File: config.mk
export PLATFORM = sky130hd
export DESIGN_NAME = multi_channel_oneshot_timer_bank_top
export DESIGN_NICKNAME = d
export VERILOG_FILES = /design/src/hdl/mtb_pkg.sv /design/src/hdl/mtb_ctrl.sv /design/src/hdl/mtb_datapath.sv /design/src/hdl/multi_channel_oneshot_timer_bank_top.sv
export SDC_FILE = /design/constraint.sdc
export NUM_CORES = 1
export LEC_CHECK = 0
export BUFFER_PORTS_ARGS = -buffer_cell sky130_fd_sc_hd__buf_4
export CORE_UTILIZATION = 65
export DETAILED_ROUTE_END_ITERATION = 8
export PLACE_DENSITY = 0.84
export SYNTH_ARGS = -nofsm -noshare
export SYNTH_HDL_FRONTEND = slang
export SYNTH_SLANG_ARGS = --single-unit
File: constraint.sdc
create_clock -name clk -period 10.22 [get_ports clk]
set_input_delay 1.022 -clock clk [delete_from_list [all_inputs] [get_ports clk]]
set_output_delay 1.022 -clock clk [all_outputs]
set_load 0.03 [all_outputs]
File: src/hdl/mtb_pkg.sv
`timescale 1ns / 1ps

package mtb_pkg;

  // Item field widths
  localparam int OP_W    = 2;
  localparam int CH_W    = 3;
  localparam int LOAD_W  = 16;
  localparam int TAG_W   = 8;
  localparam int TICK_W  = 32;
  localparam int IN_DW   = 32;
  localparam int OUT_DW  = 48;

  // Operation codes
  localparam logic [OP_W-1:0] OP_TICK    = 2'd0;
  localparam logic [OP_W-1:0] OP_ARM     = 2'd1;
  localparam logic [OP_W-1:0] OP_DEARM   = 2'd2;
  localparam logic [OP_W-1:0] OP_SERVICE = 2'd3;

  // Controller states
  typedef enum logic [1:0] {
    S_IDLE = 2'b01,
    S_SCAN = 2'b10
  } state_t;

  // Controller to datapath
  typedef struct packed {
    logic exec;   // input transaction accepted, execute its op
    logic step;   // advance the service scan by one channel
    logic emit;   // current scan channel is delivered this cycle
  } ctl_cmd_t;

  // Datapath to controller
  typedef struct packed {
    logic svc_scan;     // input is a service op with something pending
    logic pend_cur;     // scan channel is armed and expired
    logic pend_higher;  // some later channel is pending
    logic out_free;     // output register can take a result this cycle
  } dp_status_t;

endpackage

File: src/hdl/mtb_ctrl.sv
`timescale 1ns / 1ps

module mtb_ctrl (
  input  logic                  clk,
  input  logic                  rst,
  input  logic                  in_valid,
  output logic                  in_ready,
  input  mtb_pkg::dp_status_t   status,
  output mtb_pkg::ctl_cmd_t     cmd
);
  import mtb_pkg::*;

  state_t state;
  state_t state_next;

  // Input is taken only between service scans with room in the output register
  assign in_ready = (state == S_IDLE) && status.out_free;

  always_comb begin
    state_next = state;
    cmd        = '0;
    unique case (state)
      S_IDLE: begin
        cmd.exec = in_valid && in_ready;
        if (cmd.exec && status.svc_scan) begin
          state_next = S_SCAN;
        end
      end
      S_SCAN: begin
        // skip idle channels, wait on a stalled output for pending ones
        cmd.step = !status.pend_cur || status.out_free;
        cmd.emit = cmd.step && status.pend_cur;
        if (cmd.emit && !status.pend_higher) begin
          state_next = S_IDLE;
        end
      end
      default: begin
        state_next = S_IDLE;
      end
    endcase
  end

  always_ff @(posedge clk) begin
    if (rst) begin
      state <= S_IDLE;
    end else begin
      state <= state_next;
    end
  end

endmodule

File: src/hdl/mtb_datapath.sv
`timescale 1ns / 1ps

module mtb_datapath #(
  parameter int CHANNELS = 8
) (
  input  logic                          clk,
  input  logic                          rst,
  input  logic [mtb_pkg::OP_W-1:0]      op,
  input  logic [mtb_pkg::CH_W-1:0]      channel,
  input  logic [mtb_pkg::LOAD_W-1:0]    load_value,
  input  logic [mtb_pkg::TAG_W-1:0]     tag_in,
  input  mtb_pkg::ctl_cmd_t             cmd,
  output mtb_pkg::dp_status_t           status,
  output logic                          out_valid,
  input  logic                          out_ready,
  output logic [mtb_pkg::TICK_W-1:0]    tick_count,
  output logic                          tick_expired,
  output logic                          delivered,
  output logic [mtb_pkg::CH_W-1:0]      expired_channel,
  output logic [mtb_pkg::TAG_W-1:0]     tag_out,
  output logic                          last
);
  import mtb_pkg::*;

  // Only channels addressable by the channel field can ever be armed
  localparam int CH_REACH = 2 ** CH_W;
  localparam int SCAN_N   = (CHANNELS < CH_REACH) ? CHANNELS : CH_REACH;

  logic [LOAD_W-1:0] remaining [CHANNELS];
  logic [TAG_W-1:0]  chan_tag  [CHANNELS];
  logic [CHANNELS-1:0] armed;
  logic [CHANNELS-1:0] expired;
  logic [TICK_W-1:0]   tick_counter;
  logic [CH_W-1:0]     scan_idx;

  logic [CHANNELS-1:0] lane_active;
  logic [CHANNELS-1:0] lane_expire;
  logic [LOAD_W-1:0]   lane_dec [CHANNELS];
  logic [CHANNELS-1:0] lane_sel;
  logic [SCAN_N-1:0]   pend_vec;
  logic [TAG_W-1:0]    tag_cur;
  logic                tick_any;
  logic                is_tick;
  logic                load_simple;

  assign is_tick = (op == OP_TICK);

  // Per-channel countdown lanes and arm/dearm decode
  always_comb begin
    tick_any = 1'b0;
    for (int i = 0; i < CHANNELS; i++) begin
      lane_active[i] = armed[i] && !expired[i];
      lane_dec[i]    = (remaining[i] != '0) ? remaining[i] - 1'b1 : '0;
      lane_expire[i] = lane_active[i] && (lane_dec[i] == '0);
      tick_any       = tick_any | lane_expire[i];
      // lanes beyond the channel field's reach are never selected
      lane_sel[i]    = (i < CH_REACH) && (channel == CH_W'(i));
    end
  end

  // Service scan status
  always_comb begin
    status.pend_cur    = 1'b0;
    status.pend_higher = 1'b0;
    tag_cur            = '0;
    for (int i = 0; i < SCAN_N; i++) begin
      pend_vec[i] = armed[i] && expired[i];
      if (scan_idx == CH_W'(i)) begin
        status.pend_cur = pend_vec[i];
        tag_cur         = chan_tag[i];
      end
      if (CH_W'(i) > scan_idx) begin
        status.pend_higher = status.pend_higher | pend_vec[i];
      end
    end
  end

  assign status.svc_scan = (op == OP_SERVICE) && (pend_vec != '0);
  assign status.out_free = !out_valid || out_ready;

  // Ops other than a non-empty service answer at once with a single result
  assign load_simple = cmd.exec && !status.svc_scan;

  // Channel state
  always_ff @(posedge clk) begin
    if (rst) begin
      armed        <= '0;
      expired      <= '0;
      tick_counter <= '0;
      for (int i = 0; i < CHANNELS; i++) begin
        remaining[i] <= '0;
        chan_tag[i]  <= '0;
      end
    end else if (cmd.exec) begin
      if (is_tick) begin
        tick_counter <= tick_counter + 1'b1;
      end
      for (int i = 0; i < CHANNELS; i++) begin
        if (is_tick) begin
          if (lane_active[i]) begin
            remaining[i] <= lane_dec[i];
            if (lane_expire[i]) begin
              expired[i] <= 1'b1;
            end
          end
        end else if (op == OP_ARM && lane_sel[i]) begin
          remaining[i] <= load_value;
          chan_tag[i]  <= tag_in;
          expired[i]   <= 1'b0;
          armed[i]     <= 1'b1;
        end else if (op == OP_DEARM && lane_sel[i]) begin
          armed[i] <= 1'b0;
        end
      end
    end else if (cmd.emit) begin
      for (int i = 0; i < SCAN_N; i++) begin
        if (scan_idx == CH_W'(i)) begin
          armed[i]   <= 1'b0;
          expired[i] <= 1'b0;
        end
      end
    end
  end

  // Scan index
  always_ff @(posedge clk) begin
    if (rst) begin
      scan_idx <= '0;
    end else if (cmd.exec) begin
      scan_idx <= '0;
    end else if (cmd.step) begin
      scan_idx <= scan_idx + 1'b1;
    end
  end

  // Output register
  always_ff @(posedge clk) begin
    if (rst) begin
      out_valid <= 1'b0;
    end else if (load_simple || cmd.emit) begin
      out_valid <= 1'b1;
    end else if (out_ready) begin
      out_valid <= 1'b0;
    end
  end

  always_ff @(posedge clk) begin
    if (load_simple) begin
      tick_count      <= is_tick ? tick_counter + 1'b1 : tick_counter;
      tick_expired    <= is_tick && tick_any;
      delivered       <= 1'b0;
      expired_channel <= '0;
      tag_out         <= '0;
      last            <= 1'b1;
    end else if (cmd.emit) begin
      tick_count      <= tick_counter;
      tick_expired    <= 1'b0;
      delivered       <= 1'b1;
      expired_channel <= scan_idx;
      tag_out         <= tag_cur;
      last            <= !status.pend_higher;
    end
  end

endmodule

File: src/hdl/multi_channel_oneshot_timer_bank_top.sv
// Tick, arm, dearm, empty service: one result, the cycle after the input transaction.
// Non-empty service: the scan walks the channels one per cycle (up to 8), waiting at a
// pending one on a stalled output, delivering each pending channel; next input accepted
// once the last result is registered. Throughput: one item per cycle for tick/arm/dearm
// while the result side keeps up; output stalls hold the input off.
// Synchronous active-high reset clears all channels, the tick counter and the output.
`timescale 1ns / 1ps

module multi_channel_oneshot_timer_bank_top #(
  parameter int CHANNELS = 8
) (
  input  logic        clk,
  input  logic        rst,
  input  logic        s_axis_tvalid,
  output logic        s_axis_tready,
  // [1:0] op, [4:2] channel, [20:5] load_value, [28:21] tag_in, [31:29] zero
  input  logic [31:0] s_axis_tdata,
  output logic        m_axis_tvalid,
  input  logic        m_axis_tready,
  // [31:0] tick_count, [32] tick_expired, [33] delivered,
  // [36:34] expired_channel, [44:37] tag_out, [47:45] zero
  output logic [47:0] m_axis_tdata,
  output logic        m_axis_tlast
);
  import mtb_pkg::*;

  ctl_cmd_t   cmd;
  dp_status_t status;

  logic [TICK_W-1:0] tick_count;
  logic              tick_expired;
  logic              delivered;
  logic [CH_W-1:0]   expired_channel;
  logic [TAG_W-1:0]  tag_out;

  mtb_ctrl u_ctrl (
    .clk      (clk),
    .rst      (rst),
    .in_valid (s_axis_tvalid),
    .in_ready (s_axis_tready),
    .status   (status),
    .cmd      (cmd)
  );

  mtb_datapath #(
    .CHANNELS (CHANNELS)
  ) u_datapath (
    .clk             (clk),
    .rst             (rst),
    .op              (s_axis_tdata[1:0]),
    .channel         (s_axis_tdata[4:2]),
    .load_value      (s_axis_tdata[20:5]),
    .tag_in          (s_axis_tdata[28:21]),
    .cmd             (cmd),
    .status          (status),
    .out_valid       (m_axis_tvalid),
    .out_ready       (m_axis_tready),
    .tick_count      (tick_count),
    .tick_expired    (tick_expired),
    .delivered       (delivered),
    .expired_channel (expired_channel),
    .tag_out         (tag_out),
    .last            (m_axis_tlast)
  );

  assign m_axis_tdata = {3'b000, tag_out, expired_channel, delivered, tick_expired,
                         tick_count};

endmodule

* Yosys cells after proc, flatten, opt, wreduce, memory -nomap -nowiden
Memory sizes are Yosys's and may differ from the RTL's.
Index checks and enable logic that the tools add are counted.
** Storage, ports and cells
- Register bits :: 100
- Bits in writable memories :: 192
- Bits of input ports :: 36
- Output and inout bits :: 51
- Word-level logic and storage cells :: 467
- Memories kept :: 2
** Memories
- u_datapath.remaining :: words 8, width 16, rd ports 8, clocked after memory_dff 0, wr ports 8, RTL line mtb_datapath.sv:29 : logic [LOAD_W-1:0] remaining [CHANNELS];
- u_datapath.chan_tag :: words 8, width 8, rd ports 8, clocked after memory_dff 0, wr ports 8, RTL line mtb_datapath.sv:30 : logic [TAG_W-1:0] chan_tag [CHANNELS];
** Operators by class
- Add/sub/neg operators :: 10
- Order comparisons :: 8
- Equal/unequal tests :: 54
- Multiplexer cells :: 217
- Bitwise gates (word level) :: 38
- Reduce and logical (&&, ||, !) cells :: 112
** Operators by type and width (number)
- two-way mux 16 bit :: 24
- two-way mux 1 bit :: 167
- two-way mux 8 bit :: 19
- zero test 16 bit :: 8
- nonzero test 16 bit :: 8
- subtractor 16 x 1 -> 16 bit (second input constant) :: 8
- two-way mux 32 bit :: 3
- != test 3 bit (second input constant) :: 32
- logical AND 1 bit :: 48
- AND reduction 5 bit :: 8
- OR 1 bit :: 38
- adder 32 x 1 -> 32 bit (second input constant) :: 1
- AND reduction 4 bit :: 8
- equality test 3 bit (second input constant) :: 8
- nonzero test 2 bit :: 11
- equality test 3 x 2 -> 1 bit (second input constant) :: 4
- greater-than comparator 3 bit (first input constant) :: 4
- zero test 1 bit :: 12
- nonzero test 8 bit :: 1
- equality test 2 bit (second input constant) :: 3
- equality test 3 x 1 -> 1 bit (second input constant) :: 2
- greater-than comparator 1 x 3 -> 1 bit (first input constant) :: 2
- greater-than comparator 2 x 3 -> 1 bit (first input constant) :: 2
- zero test 3 bit :: 2
- other kinds (10) :: 16

* Depth between registers and ports, before layout
Gate-level depths: netlist of the first run.
- Word-level depth :: 20
- Mapped depth :: 13
- Depth with buffers taken out :: 9

* Modules after synthesis
A second synthesis of the first run with hierarchy kept.
** Unflattened totals
- Cell total of the unflattened synthesis :: 1657
- Area total of the unflattened synthesis :: 15896.5 µm²
** Modules (own cells, without submodules)
- mtb_datapath :: times used 1, cells each 1637, area each 15738.8 µm², seq. area each 8057.7 µm²
- mtb_ctrl :: times used 1, cells each 14, area each 116.4 µm², seq. area each 40.0 µm²
- multi_channel_oneshot_timer_bank_top :: times used 1, cells each 6, area each 41.3 µm², seq. area each 0.0 µm²

* Worst setup path after synthesis of the first run
OpenSTA, ideal clock, no wires.
- Kind :: input-to-reg
- Start point :: input m_axis_tready
- End point :: memory u_datapath.remaining[5][0] (netlist: u_datapath.remaining[2][16]) (enable)
- Setup time :: 392 ps
- Arrival time :: 3200 ps
- Required time :: 9828 ps
- Path slack :: 6628 ps
- Cell stages on the path :: 4
- Buffers on the path :: 0
- Path through :: nand2b_1 > nand3_1 > o41ai_1 > o21bai_1
** RTL lines
- from (decl) :: RTL line multi_channel_oneshot_timer_bank_top.sv:19 : input logic m_axis_tready,
- to (decl) :: RTL line mtb_datapath.sv:29

* Worst setup path in the final report of the first run
- Start point :: register u_datapath.scan_idx[1]
- End point :: register u_datapath.expired[0]
** On the way
- Word-level cells in the longest chain between the ends :: 15
- Elaborated cells between the ends (all ways) :: 23
- Classes of those cells :: eq/ne: 7; mux: 9; reduce/logical: 7
** RTL lines
- from (decl) :: RTL line mtb_datapath.sv:34 : logic [CH_W-1:0] scan_idx;
- from (signal assigned) :: RTL line mtb_datapath.sv:132 : scan_idx <= scan_idx + 1'b1;
- zero test 3 bit :: RTL line mtb_datapath.sv:68, mtb_datapath.sv:117
- two-way mux 1 bit (8 in a row) :: RTL line mtb_datapath.sv:68 : if (scan_idx == CH_W'(i)) begin
- zero test 1 bit :: RTL line mtb_ctrl.sv:31 : cmd.step = !status.pend_cur || status.out_free;
- logical OR 1 bit :: RTL line mtb_ctrl.sv:31
- logical AND 1 bit :: RTL line mtb_ctrl.sv:32 : cmd.emit = cmd.step && status.pend_cur;
- two-way mux 2 bit :: RTL line mtb_ctrl.sv:22 : unique case (state)
- nonzero test 2 bit (no source line)
- AND reduction 5 bit (no source line) (*)
- to (signal assigned) :: RTL line mtb_datapath.sv:88 : expired <= '0;
- to (signal, indexed assignment) :: RTL line mtb_datapath.sv:103 : expired[i] <= 1'b1;
- to (signal, indexed assignment) :: RTL line mtb_datapath.sv:109 : expired[i] <= 1'b0;
- to (decl) :: RTL line mtb_datapath.sv:32 : logic [CHANNELS-1:0] expired;
Every way passes the cells marked *; elsewhere a longest branch is shown, timed or not.
A chain may end at the register's enable or synchronous reset.

==> results of run 1 <==
==> layer usage <==
metal | wire [um] | track usage, % | vias to the layer above
met3 | 3640 | 4.71 | 78
met2 | 18800 | 51.7 | 607
met4 | 844 | 8.74 | 0
met1 | 16300 | 42.8 | 6164
met5 | 0 | 0 | -
li1 | - | - | 5998
==> layout make-up <==
cell class	count	area (sq um)
sequential	292	8100
multi-input combinational	1195	7420
fill	1683	6370
clock buffer	48	997
timing repair buffer	95	713
tap	324	405
inverter	40	150
clock inverter	10	90.1
antenna	1	2.50
==> worst paths after layout <==
check,startpoint,to,slack [ps],cells past startpoint
min,u_datapath.tag_out[7],u_datapath.tag_out[7],480,2
max reg2reg,u_datapath.scan_idx[1],u_datapath.expired[0],6800,9
min reg2reg,u_datapath.tag_out[7],u_datapath.tag_out[7],480,2
max,u_datapath.scan_idx[1],u_datapath.expired[0],6800,9
==> metrics by stage <==
stage | worst slack (ps) | total power, W | util [%] | cells
6_report | 6800 | 0.00274 | 73.7 | 2005
5_1_grt | 6550 | 0.00281 | 73.7 | 2005
4_1_cts | 6880 | 0.00274 | 73.7 | 2004
3_5_place_dp | 6540 | 0.00159 | 69.2 | 1946
3_3_place_gp | 6590 | 0.00158 | 69.2 | 1946
2_1_floorplan | 6630 | 0.00152 | - | 1623
==> layout by cell type, fill, tap and decap left out, types with 10 or more instances in the layout <==
master / instances
nor4_1: 25
dfxtp_1: 67
nand2b_1: 21
nand3_1: 37
clkbuf_16: 37
edfxtp_1: 225
and2_1: 81
xnor2_1: 73
nor2b_1: 29
mux2i_1: 22
a21oi_1: 50
a31oi_1: 17
inv_1: 40
nor3b_1: 12
nor3_1: 41
o21ai_0: 151
ha_1: 17
nor2_1: 85
o21ai_1: 18
or4_1: 16
xor2_1: 41
or3_1: 10
nand4_1: 22
buf_4: 95
nand2_1: 223
and3_1: 23
==> registers in the layout (all words and copies together) (netlist names) <==
name / flops
u_datapath.remaining: 128
u_datapath.chan_tag: 64
u_datapath.tick_count: 32
u_datapath.tick_counter: 32
u_datapath.armed: 8
u_datapath.expired: 8
u_datapath.tag_out: 8
u_datapath.expired_channel: 3
u_datapath.scan_idx: 3
u_ctrl.state: 2
u_datapath.delivered: 1
u_datapath.last: 1
u_datapath.out_valid: 1
u_datapath.tick_expired: 1
==> cell families after synthesis <==
| logic type | Yosys count | share of synthesized area, % |
|---|---|---|
| adders and majority gates | 17 | 1.32 |
| AOI/OAI and AO/OA | 336 | 13.0 |
| muxes | 23 | 1.44 |
| other | 1 | 0.0233 |
| DFF | 292 | 50.4 |
| and+or+nand+nor | 702 | 24.0 |
| xor gates and xnor gates | 114 | 6.22 |
| buffers and inverters | 136 | 3.64 |
==> cell usage after synthesis, types with 9 or more instances <==
cell,number
nor4bb_1,9
inv_1,40
nor2b_1,29
edfxtp_1,225
nor4b_1,9
nor4_2,9
or4_1,16
a221o_1,9
nand3_1,37
dfxtp_1,67
nor3b_1,12
a31oi_1,17
nand2_1,223
xor2_1,41
o21ai_0,152
o21ai_1,17
nor4_1,25
nand4_1,22
nand2b_1,21
buf_4,9
o31ai_1,9
and2_1,81
mux2i_1,22
o2111ai_1,9
ha_1,17
clkbuf_1,62
nor3_1,42
a21oi_1,50
or3_1,10
and3_1,23
nor2_1,86
xnor2_1,73
buf_2,14
==> worst min-delay path, delay by kind of cell (launching register included) <==
| kind | cells | cell delay [ps] |
|---|---|---|
| flip-flops | 1 | 310 |
| AO/OA/AOI/OAI | 2 | 130 |
==> power by group through the flow <==
| stage | Clock [W] | Combinational [W] | Sequential (W) |
|---|---|---|---|
| after floorplan | 0 | 0.000127 | 0.00139 |
| after global placement | 0 | 0.000195 | 0.00139 |
| after CTS | 0.00118 | 0.000202 | 0.00136 |
| after global routing | 0.00122 | 0.000221 | 0.00137 |
| final | 0.00117 | 0.000204 | 0.00137 |
| after detailed placement | 0 | 0.000200 | 0.00139 |
==> flow_summary.yaml, run 1 <==
timing:
  worstMarginPinSlew_ps: 1300
  fin_crit_sh_pct: 33.5
  holdWs_ps: 482
  drv_slew: 0
  max_freq_mhz: 292
  setup_tns_ps: 0
  skew_ps: 23.4
  post-route-min-period_ps: 3420
  setup_violations: 0
  rsz0062_at_grt: "false"
  hold_viol_final: 0
  slew_headroom_pct: 13.2
global_route:
  first_global_vias: 12200
  gr-usage-all-layers_pct: 31.2
  grt-ovfl-total: 0
  antenna_found_initial: 1
  grt_first_pass_wirelength_um: 63600
  grt_max_degree: 48
clocking:
  cts_resized: 0
  cts_hold_buf: 0
  cts.clk_slew.worst_paths_ps: 60
  numCtsBuffers: 31
  cts_root_buffer: "clkbuf_16"
  clock_path_buffers: 3
  htreeDepth: 1
  cts_setup_buffers: 0
  cts_sinks: 292
  cts_tree: "done"
  clk-insertion-delay-late_ps: 570
power_and_ir_drop:
  p_leak_nw: 6.31
  p_int_w: 0.00210
  switching_power_w: 0.000641
  switching_share_pct: 23.4
  p_comb_share_pct: 7.5
  seq_power_share_pct: 49.9
  clkPwrFrac_pct: 42.6
  peakVddDrop_v: 0.000132
  cellPowerDensity_nw_per_um2: 153
placement:
  place_hpwl_um: 27000
  place_area_sq_um: 16800
  port_buffers: 80
  gp_congestion: 0.893
drt:
  vias: 12800
  firstDrtPassIters: 8
  drt_iter0_drc: 1390
  drcViolationCount: 0
  drt-total-wl_um: 39600
  ant_nets: 0
  post_drt_wl_per_cell_um: 19.7
  vias_per_cell: 6.41
synth:
  ys.flop_type: "edfxtp_1"
  synth-seq-cells: 292
  yosysTopAreaCell: "edfxtp_1"
  avgSynthCellArea_sq_um: 9.91
  seq_area_frac_synth_pct: 50.4
  synth-async-reset-ratio_pct: 0
  ys_warn_count: 0
  synth-edff-count: 225
  syn_inst: 1621
  synth_area_leaders: "edfxtp_1 (42%), dfxtp_1 (8.4%), nand2_1 (5.2%)"
  synth_top_area_share_pct: 42.1
  ys_types: 89
  netlist_area_sq_um: 16100
layout:
  syn2layout_area_growth_pct: 11.3
  nNetsFinal: 1708
  drive_gt1_share_pct: 11.5
  design_area_sq_um: 17900
floorplanning:
  fp.dieArea_sq_um: 25300
  num_io_pins: 87
  start_util_pct: 66.2
  design.core.area_sq_um: 24200
  die_w_um: 159
  die_height_um: 159
  rows: 57
worst_setup_path:
  crit_type: "flip-flop to flip-flop"
  cp_slowest_cell: "dfxtp_1"
  endpoint_kind: "flip-flop"
  cpPeakStageDelay_ps: 800
  worstPathRequired_ps: 10670
  critical_path_arrival_ps: 3870
  crit_fanout: 22
  worst-path-buf-inv: 1
  path_cells: "inv_1 > ha_1 > and2_1 > a31oi_1 > o21ai_0 > a22oi_1 > o31a_1 > nor2_1 > a221oi_1"
  crit_family: "compound AO/OA/AOI/OAI gates"
  start_kind: "flip-flop"
run:
  drv_cap: 0
min_path:
  hp-class: "flip-flop to flip-flop"
status:
  status: "complete, no violations"
Note: power is estimated with default switching activity, not from simulation.
==> run 2: changes to the inputs <==
- ABC_AREA: not set -> 1
- CORE_UTILIZATION: 65 -> 56
- PLACE_DENSITY: 0.84 -> 0.77
- clock period: 10.22 -> 2.9 ns (I/O delays scaled with it)
==> run 2 against run 1 <==
Against the previous run:
- final cell count is 33% higher
- synthesized cell count is 33% higher
- critical path depth is 8 higher
- synthesized area is 7.4% higher
- die area is 24% higher
- final area is 7.7% higher
- clock skew is 9.6 ps lower
- total power grew to 3.5 times the previous value
- non-clock buffer count is 14 higher
- critical path type unchanged
==> flow_summary.yaml, run 2 <==
status:
  status: "complete, no violations"
placement:
  port_buffers: 80
  gp_congestion: 0.961
  place_hpwl_um: 33100
  pre_cts_slack_ps: 365
layout:
  nNetsFinal: 2300
  top_regs: "u_datapath.remaining (128), u_datapath.chan_tag (64)"
  top_register: "u_datapath.remaining"
  n_antenna_cell: 0
  largest_register_ffs: 128
  fin_util_pct: 64.3
  final_cell_mix: "nand2_1 (482), nor2_1 (275), inv_1 (259), edfxtp_1 (225), nand3_1 (195)"
  layout_commonest_cell: "nand2_1"
  drive_gt1_share_pct: 10.7
  syn2layout_area_growth_pct: 11.6
floorplanning:
  die_height_um: 178
  num_io_pins: 87
  start_util_pct: 57.6
  rows: 63
  die_w_um: 178
  design.core.area_sq_um: 30000
  fp.dieArea_sq_um: 31500
global_route:
  grt_max_degree: 35
  grt_first_pass_wirelength_um: 73500
  first_global_vias: 14700
  antenna_found_initial: 0
  grt-ovfl-total: 0
  gr-usage-all-layers_pct: 29.5
worst_setup_path:
  crit_family: "simple AND/OR/NAND/NOR gates"
  endpoint_kind: "flip-flop"
  r2r_cells: 17
  crit_fanout: 34
  path_common_cell: "nand2_1"
  start_kind: "flip-flop"
  critical_path_arrival_ps: 2840
  cpPeakStageDelay_ps: 380
  r2r-start: "u_datapath.scan_idx[1]"
  worstPathRequired_ps: 3150
  cp_slowest_cell: "dfxtp_1"
  r2r-end: "u_datapath.tick_count[1]"
  rrSetupSlack_ps: 310
  crit_type: "flip-flop to flip-flop"
  path_cells: "inv_1 > ha_1 > inv_1 > nor2_8 > nand2_1 > nand2_1 > nand3_1 > nand2_1 > nand2_1 > nand2_1 > nand2_1 > nand2_1 > nand2_1 > nand2_2 > nand3_4 > nand2_1 > buf_12"
  worst-path-buf-inv: 3
drt:
  drt-total-wl_um: 46300
  firstDrtPassIters: 6
  drt_iter0_drc: 1647
  vias: 15600
  vias_per_cell: 5.87
  drcViolationCount: 0
  post_drt_wl_per_cell_um: 17.4
  ant_nets: 0
min_path:
  hp-class: "primary input to flip-flop"
  hold_depth: 3
  holdPathEnd: "u_datapath.chan_tag[0][25]"
  worstHoldStart: "s_axis_tdata[22]"
synth:
  seq_area_frac_synth_pct: 46.9
  synth_most_common_cell: "nand2_1"
  synth_top_area_share_pct: 39.2
  ys_warn_count: 0
  synth-async-reset-ratio_pct: 0
  netlist_area_sq_um: 17300
  yosysTopAreaCell: "edfxtp_1"
  ys.flop_type: "edfxtp_1"
  syn_inst: 2164
  synthTopCellsByCount: "nand2_1 (482), nor2_1 (275), inv_1 (259), edfxtp_1 (225), nand3_1 (195)"
  synth_area_leaders: "edfxtp_1 (39%), nand2_1 (10%), dfxtp_1 (7.8%)"
  synth-edff-count: 225
  synth-seq-cells: 292
  avgSynthCellArea_sq_um: 7.97
  ys_types: 59
clocking:
  cts_resized: 0
  cts_setup_buffers: 0
  clock_path_buffers: 3
  cts_sinks: 292
  cts_hold_buf: 0
  numCtsBuffers: 31
  htreeDepth: 1
  clk-insertion-delay-late_ps: 570
  cts.clk_slew.worst_paths_ps: 60
  cts_root_buffer: "clkbuf_16"
  cts_tree: "done"
run:
  drv_cap: 0
timing:
  skew_ps: 13.8
  rsz0062_at_grt: "false"
  worstMarginPinSlew_ps: 841
  post-route-min-period_ps: 2590
  slew_headroom_pct: 43.8
  drv_slew: 0
  setup_violations: 0
  setup_ws_ps: 312
  hold_viol_final: 0
  fin_crit_sh_pct: 89.2
  max_freq_mhz: 386
  setup_tns_ps: 0
power_and_ir_drop:
  peakVddDrop_v: 0.000513
  p_leak_nw: 8.11
  cellPowerDensity_nw_per_um2: 501
## run 2: cell count changes in the layout (fill, tap and decap cells not counted), moves of 21 or more
cell / previous run / this run
nand2b_1: 21 / 0
and2_1: 81 / 18
nor2b_1: 29 / 0
o22ai_1: 3 / 127
nand2_1: 223 / 482
nand4_1: 22 / 43
inv_1: 40 / 259
nand3_1: 37 / 195
mux2i_1: 22 / 0
nor2_1: 85 / 275
xnor2_1: 73 / 17
o21ai_0: 151 / 95
## run 2: cells by family after synthesis
| kind of cell | Yosys count | synth area share, % |
|---|---|---|
| AND/OR/NAND/NOR | 1143 | 29.9 |
| XOR/XNOR | 78 | 3.96 |
| flip-flops | 292 | 46.9 |
| buffers and inverters | 334 | 7.80 |
| adder cells (fa/ha/maj) | 17 | 1.23 |
| other | 1 | 0.0217 |
| AO/OA/AOI/OAI | 299 | 10.1 |
## run 2: layer usage
layer | part of all wire [%] | track usage (%) | up-vias
li1 | - | - | 7492
met3 | 7.9 | 3.26 | 116
met4 | 3.4 | 10.5 | 0
met1 | 41 | 38.9 | 7315
met2 | 48 | 50.1 | 699
met5 | 0 | 0 | -
## run 2: area by class of cell
type | instances | area (sq um)
Timing Repair Buffer | 109 | 831
Clock inverter | 23 | 181
Tap cell | 390 | 488
Sequential cell | 292 | 8100
Clock buffer | 35 | 811
Fill cell | 2540 | 10700
Inverter | 273 | 1030
Multi-Input combinational cell | 1540 | 7820
## run 2: report_power, final
| group | internal (W) | total (W) | leakage [nW] | switching (W) |
|---|---|---|---|---|
| sequential | 0.00467 | 0.00477 | 2.85 | 0.0000985 |
| combinational | 0.000300 | 0.00101 | 4.79 | 0.000706 |
| clock | 0.00218 | 0.00387 | 0.469 | 0.00169 |
| total | 0.00715 | 0.00964 | 8.11 | 0.00249 |
## run 2: how the worst max path moves through the flow
| stage | from | to | slack, ps | depth (start not counted) |
|---|---|---|---|---|
| after floorplan | u_datapath.scan_idx[1] | u_datapath.tick_count[0] | 200 | 16 |
| after global placement | u_datapath.scan_idx[1] | u_datapath.tick_count[3] | 420 | 17 |
| after detailed placement | m_axis_tready | u_datapath.remaining[2][1] | 370 | 8 |
| after CTS | u_datapath.scan_idx[1] | u_datapath.tick_count[4] | 350 | 17 |
| after global routing | u_datapath.scan_idx[1] | u_datapath.tick_count[3] | 130 | 17 |
| final | u_datapath.scan_idx[1] | u_datapath.tick_count[1] | 310 | 17 |
## run 2: worst min-delay path, cell delays in order
cell	delay, ps
buf_4	70
inv_1	60
nor2_1	100
## run 2: per-stage QoR
step / hold WS, ps / area [sq um] / cells / power (W)
finish: 61.4 / 19300 / 2662 / 0.00964
floorplan: 442 / 17300 / 2166 / 0.00551
CTS: 47.7 / 19300 / 2662 / 0.00965
global route: 58.7 / 19300 / 2662 / 0.00994
detailed placement: 461 / 18300 / 2604 / 0.00584
global placement: 449 / 18300 / 2604 / 0.00581
==> run 3: changes to the inputs <==
- REMOVE_ABC_BUFFERS: not set -> 1
==> run 3 against run 2 <==
Against the previous run:
- critical path depth unchanged
- global-route usage up 0.96 points
- final area up 0.75%
- non-clock buffer count is 7 higher
- flip-flop and latch count did not move
- clock-buffer cell count is 9 higher
- largest power group unchanged
==> flow_summary.yaml, run 3 (same netlist as run 2, synthesis figures left out) <==
placement:
  place_hpwl_um: 33200
  port_buffers: 80
  gp_congestion: 0.953
layout:
  nNetsFinal: 2311
  syn2layout_area_growth_pct: 12.5
  largest_register_ffs: 128
  top_regs: "u_datapath.remaining (128), u_datapath.chan_tag (64)"
  n_antenna_cell: 0
  drive_gt1_share_pct: 11.0
  final_cell_mix: "nand2_1 (482), nor2_1 (275), inv_1 (259), edfxtp_1 (225), nand3_1 (195)"
  top_register: "u_datapath.remaining"
  layout_commonest_cell: "nand2_1"
timing:
  setup_violations: 0
  hold_viol_final: 0
  rsz0062_at_grt: "false"
  drv_slew: 0
  fin_crit_sh_pct: 90.8
  worstMarginPinSlew_ps: 853
  max_freq_mhz: 380
  slew_headroom_pct: 43.1
  holdWs_ps: 108
  post-route-min-period_ps: 2630
  skew_ps: 11.3
min_path:
  worstHoldStart: "s_axis_tdata[22]"
  hp-class: "primary input to flip-flop"
  hold_depth: 3
  holdPathEnd: "u_datapath.chan_tag[0][17]"
power_and_ir_drop:
  p_leak_nw: 8.20
  cellPowerDensity_nw_per_um2: 517
  finalPower_w: 0.0100
  peakVddDrop_v: 0.000440
clocking:
  cts_setup_buffers: 0
  cts_hold_buf: 0
  cts_root_buffer: "clkbuf_16"
  cts_resized: 0
  numCtsBuffers: 35
  cts_sinks: 292
  cts_tree: "done"
  htreeDepth: 2
  cts.clk_slew.worst_paths_ps: 60
  clock_path_buffers: 3
  clk-insertion-delay-late_ps: 520
floorplanning:
  design.core.area_sq_um: 30000
  die_height_um: 178
  rows: 63
  start_util_pct: 57.6
  num_io_pins: 87
  die_w_um: 178
  fp.dieArea_sq_um: 31500
worst_setup_path:
  cp_slowest_cell: "dfxtp_1"
  r2r_cells: 17
  path_cells: "inv_2 > ha_1 > inv_1 > nor2_8 > nand2_1 > nand2_1 > nand3_1 > nand2_1 > nand2_1 > nand2_1 > nand2_1 > nand2_1 > nand2_1 > nand2_2 > nand3_4 > nand2_1 > buf_4"
  crit_type: "flip-flop to flip-flop"
  critical_path_arrival_ps: 2820
  r2r-end: "u_datapath.tick_count[7]"
  path_common_cell: "nand2_1"
  r2r-start: "u_datapath.scan_idx[0]"
  rrSetupSlack_ps: 270
  start_kind: "flip-flop"
  worstPathRequired_ps: 3090
  crit_fanout: 24
  endpoint_kind: "flip-flop"
  cpPeakStageDelay_ps: 370
drt:
  vias_per_cell: 5.84
  vias: 15600
  drt_iter0_drc: 1573
  firstDrtPassIters: 5
  drcViolationCount: 0
  post_drt_wl_per_cell_um: 17.8
  ant_nets: 0
  drt-total-wl_um: 47700
global_route:
  grt_max_degree: 36
  antenna_found_initial: 0
  first_global_vias: 14700
  grt_first_pass_wirelength_um: 75000
  gr-usage-all-layers_pct: 30.4
  grt-ovfl-total: 0
status:
  status: "complete, no violations"
run:
  drv_cap: 0
## run 3: worst max-delay path by stage
| stage | to | depth (start not counted) | slack [ps] | from |
|---|---|---|---|---|
| 6_report | u_datapath.tick_count[7] | 17 | 270 | u_datapath.scan_idx[0] |
| 5_1_grt | u_datapath.tick_count[7] | 17 | 20 | u_datapath.scan_idx[1] |
| 4_1_cts | u_datapath.tick_count[7] | 17 | 290 | u_datapath.scan_idx[0] |
| 3_5_place_dp | u_datapath.tick_count[8] | 17 | 310 | u_datapath.scan_idx[0] |
| 3_3_place_gp | u_datapath.tick_count[7] | 17 | 350 | u_datapath.scan_idx[1] |
| 2_1_floorplan | u_datapath.remaining[3][16] | 9 | -480 | u_datapath.out_valid |
## run 3: layout make-up
type	instances	area (sq um)
multi-input combinational	1540	7820
sequential	292	8100
timing repair buffer	116	871
inverter	273	1030
clock buffer	44	931
fill	2517	10600
clock inverter	20	166
tap	390	488
## run 3: routing by layer
metal | global-route usage, % | wire (um) | vias up | part of all wire [%]
li1 | - | - | 7507 | -
met1 | 40.2 | 19700 | 7297 | 41
met2 | 51.2 | 22600 | 706 | 47
met3 | 3.49 | 3770 | 119 | 7.9
met4 | 11.6 | 1590 | 0 | 3.3
met5 | 0 | 0 | - | 0
## run 3: power by group
group,internal (W),switching [W],leakage (nW)
Sequential,0.00467,0.0000985,2.85
Clock,0.00247,0.00178,0.536
Combinational,0.000301,0.000715,4.82
Total,0.00744,0.00259,8.20
## run 3: worst max-delay path: cells and delay by family, from the launching register on
kind / cells / cell delay (ps)
DFF: 1 / 370
adders and majority gates: 1 / 190
and+or+nand+nor: 13 / 1140
buffers and inverters: 3 / 580
## run 3: metrics by stage
step / utilization (%) / instance area [sq um] / instances / setup WS (ps) / setup TNS, ps
after global routing: 64.8 / 19400 / 2675 / 19.0 / 0
after global placement: 61.1 / 18300 / 2611 / 350 / 0
after floorplan: - / 16900 / 2105 / -480 / -57290
after CTS: 64.8 / 19400 / 2675 / 294 / 0
final: 64.8 / 19400 / 2675 / 267 / 0
after detailed placement: 61.1 / 18300 / 2611 / 312 / 0
